[config.mk]
export PLATFORM = sky130hd
export DESIGN_NAME = datetime_text_validator
export DESIGN_NICKNAME = d
export VERILOG_FILES = /design/src/hdl/dtv_pkg.sv /design/src/hdl/datetime_text_validator.sv /design/src/hdl/dtv_front.sv /design/src/hdl/dtv_queue.sv /design/src/hdl/dtv_back.sv
export SDC_FILE = /design/constraint.sdc
export NUM_CORES = 1
export LEC_CHECK = 0
export BUFFER_PORTS_ARGS = -buffer_cell sky130_fd_sc_hd__buf_2
export CAP_MARGIN = 20
export CORE_ASPECT_RATIO = 1.75
export CORE_MARGIN = 2
export CORE_UTILIZATION = 62
export CTS_CLUSTER_DIAMETER = 60
export DETAILED_ROUTE_END_ITERATION = 8
export PLACE_DENSITY = 0.89
export SLEW_MARGIN = 10
export SYNTH_ARGS = -nofsm -noshare
export SYNTH_HDL_FRONTEND = slang
export SYNTH_HIERARCHICAL = 1
export SYNTH_SLANG_ARGS = --single-unit
[constraint.sdc]
create_clock -name i_clk -period 5.1 [get_ports i_clk]
set_clock_uncertainty 0.1 [all_clocks]
set_input_delay 0.765 -clock i_clk [delete_from_list [all_inputs] [get_ports i_clk]]
set_output_delay 0.765 -clock i_clk [all_outputs]
set_load 0.05 [all_outputs]
[src/hdl/dtv_pkg.sv]
// ----------------------------------------------------------------------------
// dtv_pkg
// Shared types and constants of the timestamp text validator.
// ----------------------------------------------------------------------------
package dtv_pkg;

    localparam int QUEUE_DEPTH = 4;
    localparam int QUEUE_AW    = $clog2(QUEUE_DEPTH);
    localparam int RES_DEPTH   = 2;

    localparam logic [7:0] CHAR_ZERO  = 8'h30;
    localparam logic [7:0] CHAR_NINE  = 8'h39;
    localparam logic [7:0] CHAR_COLON = 8'h3A;
    localparam logic [7:0] CHAR_SPACE = 8'h20;

    localparam logic [13:0] MAX_DAY      = 14'd31;
    localparam logic [13:0] MAX_MONTH    = 14'd12;
    localparam logic [13:0] MAX_HOUR     = 14'd23;
    localparam logic [13:0] MAX_MIN_SEC  = 14'd59;
    localparam logic [4:0]  DAY_SHORT    = 5'd30;
    localparam logic [4:0]  DAY_FEB_LEAP = 5'd29;
    localparam logic [4:0]  DAY_FEB      = 5'd28;
    localparam logic [3:0]  MONTH_FEB    = 4'd2;

    typedef enum logic [1:0] {
        K_DIGIT,
        K_COLON,
        K_SPACE,
        K_OTHER
    } t_kind;

    typedef struct packed {
        t_kind      kind;
        logic [3:0] digit;
        logic       last;
    } t_cmd;

    typedef enum logic [2:0] {
        F_DAY,
        F_MONTH,
        F_YEAR,
        F_HOUR,
        F_MINUTE,
        F_SECOND,
        F_DONE
    } t_field;

    typedef struct packed {
        logic        valid;
        logic [4:0]  day;
        logic [3:0]  month;
        logic [13:0] year;
        logic [4:0]  hour;
        logic [5:0]  minute;
        logic [5:0]  second;
    } t_result;

    typedef struct packed {
        t_field      step;
        logic [2:0]  cnt;
        logic [13:0] acc;
        logic [3:0]  prev;
        logic [6:0]  lo2;
        logic [6:0]  hi2;
        logic        failed;
        logic [4:0]  day;
        logic [3:0]  month;
        logic [13:0] year;
        logic [4:0]  hour;
        logic [5:0]  minute;
        logic [5:0]  second;
    } t_parse;

    localparam t_parse PARSE_IDLE = '0;

endpackage

[src/hdl/datetime_text_validator.sv]
// ----------------------------------------------------------------------------
// datetime_text_validator
// Checks "dd:MM:yyyy hh:mm:ss" timestamp text (a colon may also follow the year)
// arriving one character a word.
// Input channel: push with char_code and is_last; a word is taken when push
// is high and full is low. Output channel: one result word per string, shown
// while empty is low and taken when pop is high; it carries valid_res and the
// six parsed fields, all zero for an invalid string.
// Throughput: one character per cycle while the result buffer has room. Each
// character is handled by the parser as it leaves a four-word command queue.
// The last character of a string is registered in the command queue, and its
// result is then registered in the result buffer before empty falls.
// Reset: clears both queues and the parser; the next word starts a string.
// Stall: a two-word result buffer holds finished results; when it is full
// the parser stops draining the command queue, and full rises once that
// queue holds four words.
// ----------------------------------------------------------------------------
module datetime_text_validator (
    input  logic        i_clk,
    input  logic        i_rst_n,
    input  logic        push,
    output logic        full,
    input  logic [7:0]  i_char_code,
    input  logic        i_is_last,
    output logic        empty,
    input  logic        pop,
    output logic        o_valid_res,
    output logic [4:0]  o_day,
    output logic [3:0]  o_month,
    output logic [13:0] o_year,
    output logic [4:0]  o_hour,
    output logic [5:0]  o_minute,
    output logic [5:0]  o_second
);

    dtv_pkg::t_cmd    cmd_in;
    dtv_pkg::t_cmd    cmd_q;
    logic             q_empty;
    logic             q_pop;
    dtv_pkg::t_result res;

    dtv_front u_front (
        .i_char_code (i_char_code),
        .i_is_last   (i_is_last),
        .o_cmd       (cmd_in)
    );

    dtv_queue u_queue (
        .i_clk   (i_clk),
        .i_rst_n (i_rst_n),
        .i_push  (push),
        .i_cmd   (cmd_in),
        .o_full  (full),
        .i_pop   (q_pop),
        .o_cmd   (cmd_q),
        .o_empty (q_empty)
    );

    dtv_back u_back (
        .i_clk     (i_clk),
        .i_rst_n   (i_rst_n),
        .i_cmd     (cmd_q),
        .i_q_empty (q_empty),
        .o_q_pop   (q_pop),
        .i_pop     (pop),
        .o_empty   (empty),
        .o_res     (res)
    );

    assign o_valid_res = res.valid;
    assign o_day       = res.day;
    assign o_month     = res.month;
    assign o_year      = res.year;
    assign o_hour      = res.hour;
    assign o_minute    = res.minute;
    assign o_second    = res.second;

endmodule

[src/hdl/dtv_front.sv]
// ----------------------------------------------------------------------------
// dtv_front
// Classifies one incoming character into a parser command.
// ----------------------------------------------------------------------------
module dtv_front (
    input  logic [7:0]    i_char_code,
    input  logic          i_is_last,
    output dtv_pkg::t_cmd o_cmd
);

    always_comb begin
        o_cmd.last  = i_is_last;
        o_cmd.digit = i_char_code[3:0];
        if (i_char_code >= dtv_pkg::CHAR_ZERO && i_char_code <= dtv_pkg::CHAR_NINE) begin
            o_cmd.kind = dtv_pkg::K_DIGIT;
        end else if (i_char_code == dtv_pkg::CHAR_COLON) begin
            o_cmd.kind = dtv_pkg::K_COLON;
        end else if (i_char_code == dtv_pkg::CHAR_SPACE) begin
            o_cmd.kind = dtv_pkg::K_SPACE;
        end else begin
            o_cmd.kind = dtv_pkg::K_OTHER;
        end
    end

endmodule

[src/hdl/dtv_queue.sv]
// ----------------------------------------------------------------------------
// dtv_queue
// Short command queue between the classifier and the parser.
// ----------------------------------------------------------------------------
module dtv_queue (
    input  logic          i_clk,
    input  logic          i_rst_n,
    input  logic          i_push,
    input  dtv_pkg::t_cmd i_cmd,
    output logic          o_full,
    input  logic          i_pop,
    output dtv_pkg::t_cmd o_cmd,
    output logic          o_empty
);

    dtv_pkg::t_cmd                r_mem [dtv_pkg::QUEUE_DEPTH];
    logic [dtv_pkg::QUEUE_AW-1:0] r_wp;
    logic [dtv_pkg::QUEUE_AW-1:0] r_rp;
    logic [dtv_pkg::QUEUE_AW:0]   r_cnt;
    logic                         wr_en;
    logic                         rd_en;

    assign o_full  = (r_cnt == (dtv_pkg::QUEUE_AW+1)'(dtv_pkg::QUEUE_DEPTH));
    assign o_empty = (r_cnt == '0);
    assign wr_en   = i_push && !o_full;
    assign rd_en   = i_pop && !o_empty;
    assign o_cmd   = r_mem[r_rp];

    always_ff @(posedge i_clk) begin
        if (wr_en) begin
            r_mem[r_wp] <= i_cmd;
        end
    end

    always_ff @(posedge i_clk) begin
        if (!i_rst_n) begin
            r_wp  <= '0;
            r_rp  <= '0;
            r_cnt <= '0;
        end else begin
            if (wr_en) begin
                r_wp <= r_wp + 1'b1;
            end
            if (rd_en) begin
                r_rp <= r_rp + 1'b1;
            end
            if (wr_en && !rd_en) begin
                r_cnt <= r_cnt + 1'b1;
            end else if (rd_en && !wr_en) begin
                r_cnt <= r_cnt - 1'b1;
            end
        end
    end

endmodule

[src/hdl/dtv_back.sv]
// ----------------------------------------------------------------------------
// dtv_back
// Field parser with range checks and a two-entry result buffer.
// ----------------------------------------------------------------------------
module dtv_back (
    input  logic             i_clk,
    input  logic             i_rst_n,
    input  dtv_pkg::t_cmd    i_cmd,
    input  logic             i_q_empty,
    output logic             o_q_pop,
    input  logic             i_pop,
    output logic             o_empty,
    output dtv_pkg::t_result o_res
);

    function automatic dtv_pkg::t_parse close_field(dtv_pkg::t_parse s);
        dtv_pkg::t_parse r;
        logic [2:0]      need;
        logic            leap;
        r    = s;
        need = (s.step == dtv_pkg::F_YEAR) ? 3'd4 : 3'd2;
        leap = (s.lo2 != '0) ? (s.lo2[1:0] == 2'b00) : (s.hi2[1:0] == 2'b00);
        if (s.cnt != need) begin
            r.failed = 1'b1;
        end else begin
            unique case (s.step)
                dtv_pkg::F_DAY: begin
                    if (s.acc == '0 || s.acc > dtv_pkg::MAX_DAY) r.failed = 1'b1;
                    else r.day = s.acc[4:0];
                end
                dtv_pkg::F_MONTH: begin
                    if (s.acc == '0 || s.acc > dtv_pkg::MAX_MONTH) begin
                        r.failed = 1'b1;
                    end else if ((s.acc == 14'd4 || s.acc == 14'd6 || s.acc == 14'd9 ||
                                  s.acc == 14'd11) && s.day > dtv_pkg::DAY_SHORT) begin
                        r.failed = 1'b1;
                    end else if (s.acc[3:0] == dtv_pkg::MONTH_FEB &&
                                 s.day > dtv_pkg::DAY_FEB_LEAP) begin
                        r.failed = 1'b1;
                    end else begin
                        r.month = s.acc[3:0];
                    end
                end
                dtv_pkg::F_YEAR: begin
                    if (!leap && s.month == dtv_pkg::MONTH_FEB && s.day > dtv_pkg::DAY_FEB)
                        r.failed = 1'b1;
                    else r.year = s.acc;
                end
                dtv_pkg::F_HOUR: begin
                    if (s.acc > dtv_pkg::MAX_HOUR) r.failed = 1'b1;
                    else r.hour = s.acc[4:0];
                end
                dtv_pkg::F_MINUTE: begin
                    if (s.acc > dtv_pkg::MAX_MIN_SEC) r.failed = 1'b1;
                    else r.minute = s.acc[5:0];
                end
                default: begin
                    if (s.acc > dtv_pkg::MAX_MIN_SEC) r.failed = 1'b1;
                    else r.second = s.acc[5:0];
                end
            endcase
        end
        if (!r.failed) begin
            r.step = dtv_pkg::t_field'(s.step + 3'd1);
            r.cnt  = '0;
            r.acc  = '0;
            r.prev = '0;
            r.lo2  = '0;
            r.hi2  = '0;
        end
        return r;
    endfunction

    function automatic dtv_pkg::t_parse take_char(dtv_pkg::t_parse s, dtv_pkg::t_cmd c);
        dtv_pkg::t_parse r;
        logic [2:0]      need;
        r    = s;
        need = (s.step == dtv_pkg::F_YEAR) ? 3'd4 : 3'd2;
        if (c.kind == dtv_pkg::K_DIGIT) begin
            if (s.cnt >= need) begin
                r.failed = 1'b1;
            end else begin
                r.cnt  = s.cnt + 3'd1;
                r.acc  = {s.acc[10:0], 3'b000} + {s.acc[12:0], 1'b0} + {10'd0, c.digit};
                r.lo2  = {s.prev, 3'b000} + {2'b00, s.prev, 1'b0} + {3'b000, c.digit};
                r.hi2  = (s.cnt == 3'd2) ? s.lo2 : s.hi2;
                r.prev = c.digit;
            end
        end else if (c.kind == dtv_pkg::K_COLON ||
                     (c.kind == dtv_pkg::K_SPACE && s.step == dtv_pkg::F_YEAR)) begin
            if (s.step >= dtv_pkg::F_SECOND) r.failed = 1'b1;
            else r = close_field(s);
        end else begin
            r.failed = 1'b1;
        end
        return r;
    endfunction

    dtv_pkg::t_parse  r_ps;
    dtv_pkg::t_parse  n_ps;
    dtv_pkg::t_parse  s_take;
    dtv_pkg::t_parse  s_end;
    dtv_pkg::t_result res_new;
    dtv_pkg::t_result r_res [dtv_pkg::RES_DEPTH];
    logic             r_wp;
    logic             r_rp;
    logic [1:0]       r_cnt;
    logic             res_wr;
    logic             res_rd;
    logic             ok;

    always_comb begin
        o_q_pop = !i_q_empty && (r_cnt != 2'(dtv_pkg::RES_DEPTH));
        res_wr  = o_q_pop && i_cmd.last;
        res_rd  = i_pop && !o_empty;
    end

    always_comb begin
        s_take = r_ps.failed ? r_ps : take_char(r_ps, i_cmd);
        s_end  = s_take;
        if (!s_take.failed) begin
            if (s_take.step == dtv_pkg::F_SECOND) s_end = close_field(s_take);
            else s_end.failed = 1'b1;
        end
        ok = !s_end.failed && (s_end.step == dtv_pkg::F_DONE);
        res_new = '0;
        if (ok) begin
            res_new.valid  = 1'b1;
            res_new.day    = s_end.day;
            res_new.month  = s_end.month;
            res_new.year   = s_end.year;
            res_new.hour   = s_end.hour;
            res_new.minute = s_end.minute;
            res_new.second = s_end.second;
        end
        if (!o_q_pop) n_ps = r_ps;
        else if (i_cmd.last) n_ps = dtv_pkg::PARSE_IDLE;
        else n_ps = s_take;
    end

    assign o_empty = (r_cnt == 2'd0);
    assign o_res   = r_res[r_rp];

    always_ff @(posedge i_clk) begin
        if (res_wr) begin
            r_res[r_wp] <= res_new;
        end
    end

    always_ff @(posedge i_clk) begin
        if (!i_rst_n) begin
            r_ps  <= dtv_pkg::PARSE_IDLE;
            r_wp  <= 1'b0;
            r_rp  <= 1'b0;
            r_cnt <= 2'd0;
        end else begin
            r_ps <= n_ps;
            if (res_wr) r_wp <= ~r_wp;
            if (res_rd) r_rp <= ~r_rp;
            if (res_wr && !res_rd) r_cnt <= r_cnt + 2'd1;
            else if (res_rd && !res_wr) r_cnt <= r_cnt - 2'd1;
        end
    end

endmodule

* After elaboration in Yosys (flattened, before gate mapping)
Memory sizes are Yosys's and may differ from the RTL's. A register that Yosys moved wholly into a read port is not among the register bits.
Cells that the tools add are included.
** Storage, ports and cells
- Bits in registers :: 90
- Input port bits :: 13
- Bits in writable memories :: 110
- Memories kept :: 2
** Cells by class
- Reduce and logical (&&, ||, !) cells :: 58
- Magnitude comparators :: 18
- Muxes and demuxes :: 93
- $add $sub $neg :: 13
- Bitwise logic cells :: 2
- Equality and inequality tests :: 31
** Memories
- u_back.r_res :: depth 2, width 41, read ports 1, clocked after Yosys merged registers in 1, wr ports 1, line dtv_back.sv:104 : dtv_pkg::t_result r_res [dtv_pkg::RES_DEPTH];
- u_queue.r_mem :: depth 4, width 7, read ports 1, clocked after Yosys merged registers in 1, wr ports 1, line dtv_queue.sv:16 : dtv_pkg::t_cmd r_mem [dtv_pkg::QUEUE_DEPTH];
** Operators by type and width (count)
- $mux W40 :: 6
- $mux W79 :: 3
- $mux W38 :: 5
- $eq A14 B3 Y1 const B :: 4
- $eq A14 B4 Y1 const B :: 4
- $gt A14 B5 Y1 const B :: 4
- $mux W14 :: 4
- $mux W6 :: 8
- $mux W41 :: 1
- $mux W5 :: 8
- $mux W36 :: 1
- $mux W35 :: 1
- $mux W1 :: 34
- $mux W4 :: 8
- $gt A5 B5 Y1 const B :: 6
- $gt A14 B4 Y1 const B :: 2
- $gt A14 B6 Y1 const B :: 2
- $logic_not A14 Y1 :: 2
- $logic_and A1 B1 Y1 :: 20
- $eq A4 B2 Y1 const B :: 4
- $eq A8 B6 Y1 const B :: 2
- $eq A3 B2 Y1 const B :: 5
- $eq A3 B3 Y1 const B :: 5
- $mux W3 :: 5
- other kinds (28) :: 71

* Depth between registers and ports, before layout
- Depth after elaboration :: 34
- Depth in mapped cells :: 18
- Gate-level depth less buffers :: 16

* By module
The synthesis kept the hierarchy.
** Modules (own cells, without submodules)
- dtv_back :: instances 1, cells each 837, area an instance 8823.5 um2
- dtv_queue :: instances 1, cells each 85, area an instance 1496.4 um2
- dtv_front :: instances 1, cells each 13, area an instance 88.8 um2

* Worst setup path before layout
OpenSTA, ideal clock, no wires.
- Kind :: register -> register
- From :: register u_back/r_ps[76] (netlist bit)
- To :: memory u_back/r_res[0][10] (netlist bit) (data pin)
- Setup slack :: 866 ps
- Library setup time :: 227 ps
- Clock period less this slack :: 4234 ps
- Arrival :: 3907 ps
- Cell stages (with the launch flop) :: 17
- Path through :: dfxtp_1 > inv_1 > ha_1 > or3_1 > a211o_1 > o21a_1 > nor3_2 > mux2i_1 > inv_1 > ha_1 > nand2_1 > nor2_1 > nand4_1 > a211oi_1 > nand4b_2 > buf_6 > a2111oi_1
** RTL lines
- from (decl) :: line dtv_back.sv:99 : dtv_pkg::t_parse r_ps;
- from (signal assigned) :: line dtv_back.sv:152 : r_ps <= dtv_pkg::PARSE_IDLE;
- from (signal assigned) :: line dtv_back.sv:157 : r_ps <= n_ps;
- to (decl) :: line dtv_back.sv:104

==> metrics <==
crit end category=flop; first-pass GRT wire length=between 30000 and 40000 um; Tmin final=about 4.8 ns; routability cong.=1.039; # hold bufs at CTS=0; die footprint=between 15000 and 20000 um2; mean post-synth cell area=~11 um2; synth cell count leaders=110 x edfxtp_1, 88 x dfxtp_1, 74 x nor2b_1; Crit path required time=around 5.2 ns; sequential area share after synthesis=around half; crit path kind=flop to flop; Max Root-Sink Buffers=2; post-route ant nets=0; clock share of power=25.8%; DP HPWL=approximately 18000 um; Worst EP arrival=between 4 and 5 ns; vias in the first global route=a little under 8000; Core Region=between 15000 and 20000 um2; Num Clock Sinks=198; reported net switching power=0.002055 W; Reg area=between 5000 and 6000 um2; #FFs+latches synth=about 200; DR vias=approximately 8000; setup TNS=0 ns; Final Setup Violations=0; Sw Share=39.40%; Die Y=175.4 um; number of DRC markers in iteration 0=approximately 940; Top Ports=56; combinational fraction of design power=between 30% and 40%; I/O Buffers=between 50 and 60; cell accounting for the most synthesized area=edfxtp_1; Async S/R FF share, synth=0%; status=complete, no violations; pre-CTS WS=0.3644 ns; CTS tree=built; Slew Limit Fails=0; clk root buf=clkbuf_16; via/cell ratio=~6.6; WL final=roughly 26000 um; Max-slew headroom=28.27%; Final WS setup=just over 0.3 ns; number of remaining DRC errors=0; Clk Latency, worst-skew pair=approximately 0.44 ns; synth top area cells=edfxtp_1 32%, dfxtp_1 17%, ha_1 5.6%; post-CTS setup buffers=0; Initial DRT Pass Iterations=5; die width=101.9 um; startpoint types=flop; depth of the CTS H-tree=4; largest fanout on the critical path=34; Tot Pwr=about 0.0052 W; post-CTS sizing=0; Lkg Pwr=between 4 and 5 nW; ANT cells=0; initial core utilization=between 60 and 70%; pin count of the biggest net entering global routing=47; Inserted Clock Buffers=17; Hold Fails Final Rpt=0; synth unique cells=a little over 80; Max Cap Viol=0; layout cells sized above 1=between 10% and 20%; Post-Synthesis Cells=935; GR Overflow Total=0; clock slew at reported path FFs=around 0.08 ns; yosys warns=6; Top FF cell, synth=edfxtp_1; Final Net Count=1046; Final Cycle Share=a little over nine tenths; Synth Cell Area=10410 um2; Tot GR Track Use=a little under 30%; P&R area growth vs syn=11.25%; PwrDens=450.3 nW/um2; multi-input logic area=between 4000 and 5000 um2; worst hold path class=flop to flop; Syn Nets=1000; # fillers=between 1000 and 1500; Slew @ Worst Pin=1.068 ns; Max Freq=208.4 MHz; Seq pwr share=slightly below 40%; initial antenna violation count=0; Max IR drop VDD=357.0 uV; FP Rows=62; Routed wire per std cell=~21 um; most common cell in the netlist=edfxtp_1; P_int=between 0.003 and 0.004 W; Synth top area share=around a third; EDFF count, synth=110; RSZ-0062 raised after global routing=no
-- layout by cell type (no fill, tap or decap), types with 37 or more instances in the layout --
master	n
nand2_1	37
edfxtp_1	110
nor2b_1	74
mux2_2	41
nor2_1	48
ha_1	47
a22oi_1	51
dfxtp_1	87
nor3_1	43
buf_2	56
-- kinds of logic (layout without fill, tap and decap cells) --
| kind of cell | count (synthesis) | after routing | synth area share (%) |
|---|---|---|---|
| compound gates | 211 | 211 | 14.76 |
| mux | 82 | 82 | 9.220 |
| simple gates | 284 | 284 | 15.33 |
| buf+inv | 87 | 146 | 3.654 |
| fa+ha+maj | 52 | 52 | 6.611 |
| xor+xnor | 21 | 21 | 1.767 |
| flops | 198 | 198 | 48.66 |
-- sequential cells by signal (all words and copies together), names as in the netlist, named ones only --
signal / flops
u_back/r_cnt: 2
u_back/r_ps: 74
u_back/r_res: 82
u_back/r_rp: 1
u_back/r_wp: 1
u_queue/r_cnt: 3
u_queue/r_mem: 28
u_queue/r_rp: 2
u_queue/r_wp: 2
-- critical path: stages, from the launching register on --
cell      delay, ns
dfxtp_1        0.51
mux4_2         0.61
fa_1           0.52
ha_1           0.31
a211oi_1       0.30
nor2_1         0.12
xor2_1         0.44
nand2_1        0.20
a211oi_1       0.26
a21boi_1       0.58
or2_1          0.25
buf_12         0.21
nor3_1         0.11
-- per-stage QoR --
step                cells  util (%)  area [um2]  hold WS, ns
floorplan             935         -       10410       0.3436
global placement     1184     66.46       10930       0.3557
detailed placement   1186     66.61       10950       0.3747
CTS                  1218     70.32       11560       0.3870
global route         1218     70.41       11580       0.4079
finish               1218     70.41       11580       0.3833
-- metal layers --
layer / vias to the layer above / share of wire, % / GRT usage (%)
li1: 3608 / - / -
met1: 3782 / 34 / 30.82
met2: 475 / 52 / 50.44
met3: 169 / 6.5 / 5.690
met4: 0 / 8.0 / 22.39
met5: - / 0 / 0
-- final timing paths --
kind / start / endpoint / slack (ns) / cells past startpoint
worst max-delay path: flop / u_back/r_res[0][37] / 0.30 / 12
worst min register to register: u_back/r_ps[42] / u_back/r_ps[42] / 0.38 / 2
worst min-delay path: u_back/r_ps[42] / u_back/r_ps[42] / 0.38 / 2
worst max register to register: flop / u_back/r_res[0][37] / 0.30 / 12
-- area by class of cell --
type | count | area share (%)
clock inverter | 13 | 1.264
inverter | 28 | 0.9076
tap | 224 | 2.420
sequential | 198 | 43.75
clock buffer | 19 | 4.009
multi-input combinational | 650 | 43.07
timing repair buffer | 86 | 4.581
-- power groups by stage --
stage / Sequential (W) / Combinational (W) / Clock [W]
detailed placement: 0.00211 / 0.00177 / 0
CTS: 0.00208 / 0.00178 / 0.00136
global placement: 0.00209 / 0.00172 / 0
global route: 0.00210 / 0.00189 / 0.00143
floorplan: 0.00202 / 0.00138 / 0
finish: 0.00207 / 0.00180 / 0.00135
No activity file was read; power rests on OpenSTA's default activity.
